--- src/rtl/core/dpc_pkg.sv ---
`default_nettype none

package dpc_pkg;

  localparam int MaxSideDef = 4096;

  localparam int CfgIdxW  = 3;
  localparam int CfgDataW = 24;
  localparam int SizeW    = 13;
  localparam int DepthW   = 16;
  localparam int CenterW  = 16;
  localparam int RecipW   = 24;
  localparam int CoordW   = 20;
  localparam int CountW   = 25;

  localparam logic [CountW-1:0] CountMax = '1;

  localparam logic [SizeW-1:0]   WidthRst  = 13'd640;
  localparam logic [SizeW-1:0]   HeightRst = 13'd480;
  localparam logic [CenterW-1:0] CxRst     = 16'd5120;
  localparam logic [CenterW-1:0] CyRst     = 16'd3840;
  localparam logic [RecipW-1:0]  RfxRst    = 24'd28926;
  localparam logic [RecipW-1:0]  RfyRst    = 24'd28926;
  localparam logic [DepthW-1:0]  NearRst   = 16'd2048;
  localparam logic [DepthW-1:0]  FarRst    = 16'd24576;

  typedef enum logic [CfgIdxW-1:0] {
    CfgImageWidth  = 3'd0,
    CfgImageHeight = 3'd1,
    CfgCenterX     = 3'd2,
    CfgCenterY     = 3'd3,
    CfgRecipFx     = 3'd4,
    CfgRecipFy     = 3'd5,
    CfgNearLimit   = 3'd6,
    CfgFarLimit    = 3'd7
  } cfg_idx_e;

  typedef enum logic [1:0] {
    StIdle,
    StMul1,
    StMul2,
    StLoad
  } state_e;

  typedef struct packed {
    logic accept;
    logic mul1;
    logic mul2;
    logic load;
  } cmd_t;

  typedef struct packed {
    logic has_result;
    logic out_free;
  } status_t;

  function automatic logic [SizeW-1:0] eff_side(logic [SizeW-1:0] v, logic [SizeW-1:0] max_v);
    logic [SizeW-1:0] r;
    r = v;
    if (v == '0) begin
      r = SizeW'(1);
    end else if (v > max_v) begin
      r = max_v;
    end
    return r;
  endfunction

endpackage

`default_nettype wire

--- src/rtl/core/dpc_ctrl.sv ---
`default_nettype none

module dpc_ctrl (
  input  wire logic             clk_i,
  input  wire logic             rst_ni,
  input  wire logic             in_valid_i,
  output logic                  in_ready_o,
  input  wire dpc_pkg::status_t status_i,
  output dpc_pkg::cmd_t         cmd_o
);
  import dpc_pkg::*;

  state_e state_q, state_d;

  always_ff @(posedge clk_i or negedge rst_ni) begin
    if (!rst_ni) begin
      state_q <= StIdle;
    end else begin
      state_q <= state_d;
    end
  end

  always_comb begin
    state_d = state_q;
    unique case (state_q)
      StIdle: begin
        if (in_valid_i && status_i.has_result) begin
          state_d = StMul1;
        end
      end
      StMul1: state_d = StMul2;
      StMul2: state_d = StLoad;
      StLoad: begin
        if (status_i.out_free) begin
          state_d = StIdle;
        end
      end
      default: state_d = StIdle;
    endcase
  end

  always_comb begin
    in_ready_o  = 1'b0;
    cmd_o       = '0;
    unique case (state_q)
      StIdle: begin
        in_ready_o   = 1'b1;
        cmd_o.accept = in_valid_i;
      end
      StMul1: cmd_o.mul1 = 1'b1;
      StMul2: cmd_o.mul2 = 1'b1;
      StLoad: cmd_o.load = status_i.out_free;
      default: cmd_o = '0;
    endcase
  end

`ifndef SYNTH
  a_load_free: assert property (@(posedge clk_i) disable iff (!rst_ni)
    cmd_o.load |-> status_i.out_free)
    else $error("result loaded while the output register is still full");
  a_mul_seq: assert property (@(posedge clk_i) disable iff (!rst_ni)
    cmd_o.mul1 |=> cmd_o.mul2)
    else $error("second multiply step did not follow the first");
  a_accept_idle: assert property (@(posedge clk_i) disable iff (!rst_ni)
    cmd_o.accept |-> in_ready_o && state_q == StIdle)
    else $error("pixel accepted outside idle");
`endif

endmodule

`default_nettype wire

--- config.mk ---
export PLATFORM = sky130hd
export DESIGN_NAME = dpc_ctrl
export DESIGN_NICKNAME = d
export VERILOG_FILES = /design/src/rtl/core/dpc_pkg.sv /design/src/rtl/core/dpc_ctrl.sv
export SDC_FILE = /design/constraint.sdc
export NUM_CORES = 1
export LEC_CHECK = 0
export ABC_CLOCK_PERIOD_IN_PS = 1100
export CAP_MARGIN = 20
export CELL_PAD_IN_SITES_DETAIL_PLACEMENT = 1
export CELL_PAD_IN_SITES_GLOBAL_PLACEMENT = 2
export CORE_AREA = 2 2 39 41
export CTS_CLUSTER_SIZE = 28
export DETAILED_ROUTE_END_ITERATION = 8
export DIE_AREA = 0 0 41 43
export DONT_BUFFER_PORTS = 1
export PLACE_DENSITY = 0.36
export RECOVER_POWER = 100
export SYNTH_ARGS = -nofsm -noshare
export SYNTH_HDL_FRONTEND = slang
export SYNTH_SLANG_ARGS = --single-unit
--- constraint.sdc ---
create_clock -name clk_i -period 1.1 [get_ports clk_i]
set_input_delay 0.22 -clock clk_i [delete_from_list [all_inputs] [get_ports clk_i]]
set_output_delay 0.22 -clock clk_i [all_outputs]
set_load 0.005 [all_outputs]
==> run summary <==
The flow ran to the end, but the final reports show violations. The final reports fail on setup timing. Sequential cells were found to cover 26.7% of the synthesized design area. The average wire length per cell after detail routing works out to 10.0 microns.

On the critical path, the stage with the largest delay is an instance of sky130_fd_sc_hd__dfrtp_1. Row generation in the floorplan step produced 14 rows. With fillers left out, the area of the finished cells amounts to 357 sq um. Leftover overflow at the end of global routing: 0.

The later pin in the worst-skew pair is clocked with a latency of 0.22 ns. Fraction of registers with async set or reset after synthesis: 100%. The tools report the final worst-path setup slack as -0.195 ns. The part of the power in the clock network was 15.0%; the share of Yosys cell area claimed by the top area cell type was 33.3%.

Largest register by flop count: state_q. Data arrives at the worst endpoint at 1.39 ns. The floorplan step set the die height to 43 microns.

The die footprint came out at 1760 sq um. Dividing the detail-routed via count by the number of cells gives 3.44. In this run the horizontal extent of the chip is 41 microns. Once placement finished, the instance area stood at 258 sq um. The number of flip-flops under the largest register name was 2; the upper clock frequency limit was 0.772 GHz. Final total negative setup slack: -1.02 ns. The fraction of the cycle the final worst path needs was 118%. The number of iterations in the first detailed-routing pass was 2. The worst pin sits at a relative slew slack of 92.2%. The number of nets at the end of the flow is 41, and the first-iteration detailed-routing DRC count is 1. The power per standard cell area was 3050 nW/um^2.

The signal on the critical path passes through ha_2 > nor2b_4 > a21oi_2 > mux2_4. For the count of endpoints failing setup in the final report, the log shows 7. The worst setup path is launched from a flop. The design draws 1.09 mW. Data on the critical path is required at its endpoint by 1.20 ns.

The hold violation count in the final report is 0. The number of global-route vias before repair was 211. Clock-pin slew was measured on the worst setup and hold paths at 0.03 ns.

The netlist uses 10 different library cells. The worst hold path belongs to the class input pin to async pin. The biggest fanout along the worst timing path is 3, and the flip-flop and latch count after synthesis is 2. The number of vias in the routed layout was 155; the number of instances in the synthesized netlist was 17. The dominant cell by count in the synthesized netlist was sky130_fd_sc_hd__ha_1. The biggest area contributor in the post-synthesis netlist is sky130_fd_sc_hd__ha_1. The filler-free cell count of the finished design was 45. The commonest cells after synthesis are sky130_fd_sc_hd__ha_1, sky130_fd_sc_hd__and2_1, sky130_fd_sc_hd__dfrtp_1, sky130_fd_sc_hd__inv_1. The delay contributed by the slowest stage of the critical path is 0.39 ns, and the clock tree skew after final layout is 0.00404 ns. In this run the static leakage power is 0.165 nW.

Area of the core: 1380 sq um. By area the synthesized netlist is led by sky130_fd_sc_hd__ha_1, sky130_fd_sc_hd__dfrtp_1, sky130_fd_sc_hd__mux2_4. The number of diodes was 0.

The most used flip-flop cell after synthesis is sky130_fd_sc_hd__dfrtp_1. The clock net in this run drives a total of 2 sinks. The total global-route track usage is 7.23%, and the register share of total power is 14.2%.

Cell internal power was estimated by the tool at 713 uW. The run gives 0 as the number of warning messages in the yosys log. The tools report the slack of the worst reg-to-reg path as -0.19 ns.

In the final layout, the registers with the most flip-flops are state_q: 2 flops. The first global-routing pass estimated 821 microns of wire. At the pin with the least slew margin, the transition time is 0.114 ns.

The synthesized net count is 27. Setup repair after global routing could not meet its margin everywhere. The utilization of the core after routing is 25.8%, and the power share of the combinational group is 70.8%.

STA classifies the critical path endpoint as a flop. The count of maximum capacitance violations came out at 0. The setup path with the least slack is of type flop to flop.

Clock root buffer: sky130_fd_sc_hd__clkbuf_4. The number of synthesized flops with an enable pin came out at 0. Entering global routing, the biggest net connects 4 pins. Final wirelength: 451 microns.

The count of port buffers added during placement came out at 0. TritonCTS built the clock tree. Once detail routing completed, the nets flagged for antenna violations numbered 0. At the end of routability-driven placement, the weighted congestion stood at 0.698. The H-tree depth reported by CTS is 1.

The shortest period the worst path allows works out to 1.29 ns. The initial antenna violation count came out at 0. The worst-case IR drop observed on VDD is 0.000661 V. Summed over all nets, the switching power comes to 375 uW. The netlist area before placement was 188 sq um; the number of slew-limit violations in the final report was 0. After detailed placement, the design holds a cell count of 39. The logs give 0 for the DRC violations left and 3 for the number of buffers inserted during clock tree synthesis. The clock passes through at most 2 buffers.

The share of total power consumed by net switching is 34.5%, and the area added between synthesis and finish is 90.0%. The initial standard-cell utilization of the core is 13.6%, and the fraction of final layout cells with drive strength greater than 1 is 75.9%. 10 I/O pins were placed. Each instance of the synthesized netlist takes up on average 11.0 sq um.
timing repair:
action / CTS / global route
pin swaps: 4 / 2
hold buffers: 1 / 0
cloned: 0 / 0
hold endpoints to repair: 2 / 0
buffers inserted: 2 / 1
setup endpoints to repair: 7 / 7
gates resized for setup: 12 / 1
logic make-up (layout without fill, tap and decap cells):
kind of cell             after synthesis  in the layout  synth area share, %
flip-flops                             2              2                 26.7
AO/OA/AOI/OAI                          1              1                 4.67
adder cells (fa/ha/maj)                5              5                 33.3
AND/OR/NAND/NOR                        5              5                 18.0
buffers and inverters                  2             14                 4.00
multiplexers                           2              2                 13.3
worst max-delay path, delay by kind of cell (launching register included):
family | cells | cell delay, ns
adders and majority gates | 1 | 0.20
muxes | 1 | 0.32
and+or+nand+nor | 1 | 0.12
DFF | 1 | 0.39
AOI/OAI and AO/OA | 1 | 0.14
final cells by class:
type	instances	area, sq um
repair buffers	9	81.3
inverters	2	7.51
flip-flops and latches	2	50.0
multi-input cells	13	175
well taps	16	20.0
fillers	163	1030
clock buffers	3	22.5
metal layers:
layer / global-route usage [%] / wire length, microns
met5: 0 / 0
met1: 7.07 / 179
met2: 10.6 / 248
met4: 6.00 / 0
met3: 3.66 / 23
layout by cell type (no fill, tap or decap):
| master | synthesis | final |
|---|---|---|
| sky130_fd_sc_hd__nor2b_4 | 1 | 1 |
| sky130_fd_sc_hd__mux2i_1 | 1 | 1 |
| sky130_fd_sc_hd__ha_2 | 0 | 1 |
| sky130_fd_sc_hd__clkbuf_4 | 0 | 3 |
| sky130_fd_sc_hd__inv_2 | 0 | 2 |
| sky130_fd_sc_hd__ha_4 | 0 | 3 |
| sky130_fd_sc_hd__buf_6 | 0 | 3 |
| sky130_fd_sc_hd__ha_1 | 5 | 1 |
| sky130_fd_sc_hd__buf_4 | 0 | 5 |
| sky130_fd_sc_hd__dlygate4sd3_1 | 0 | 1 |
| sky130_fd_sc_hd__nor2_1 | 1 | 1 |
| sky130_fd_sc_hd__mux2_4 | 1 | 1 |
| sky130_fd_sc_hd__dfrtp_1 | 2 | 2 |
| sky130_fd_sc_hd__nand2_1 | 1 | 1 |
| sky130_fd_sc_hd__and2_4 | 0 | 2 |
| sky130_fd_sc_hd__a21oi_2 | 1 | 1 |
power by group through the flow:
stage	logic [mW]	clock network (mW)	registers, mW
floorplan	0.316	0	0.147
global placement	0.546	0	0.153
detailed placement	0.545	0	0.151
CTS	0.776	0.172	0.158
global route	0.855	0.183	0.162
finish	0.770	0.163	0.155
metrics by stage:
step / hold slack, ns / setup WS (ns)
floorplan: -0.0756 / -0.148
finish: 0.228 / -0.195
CTS: 0.226 / -0.214
global route: 0.224 / -0.250
global placement: -0.0755 / -0.194
detailed placement: -0.0755 / -0.175
path summary, 6_finish.rpt:
kind,start,to,depth (start not counted)
hold reg to reg,state_q[1],state_q[1],2
hold / removal,rst_ni,state_q[0],1
max in group asynchronous,rst_ni,state_q[1],1
min in group clk_i,status_i[1],state_q[1],3
setup / recovery,state_q[0],state_q[1],4
setup reg to reg,state_q[0],state_q[1],4
Note: power is estimated with default switching activity, not from simulation.
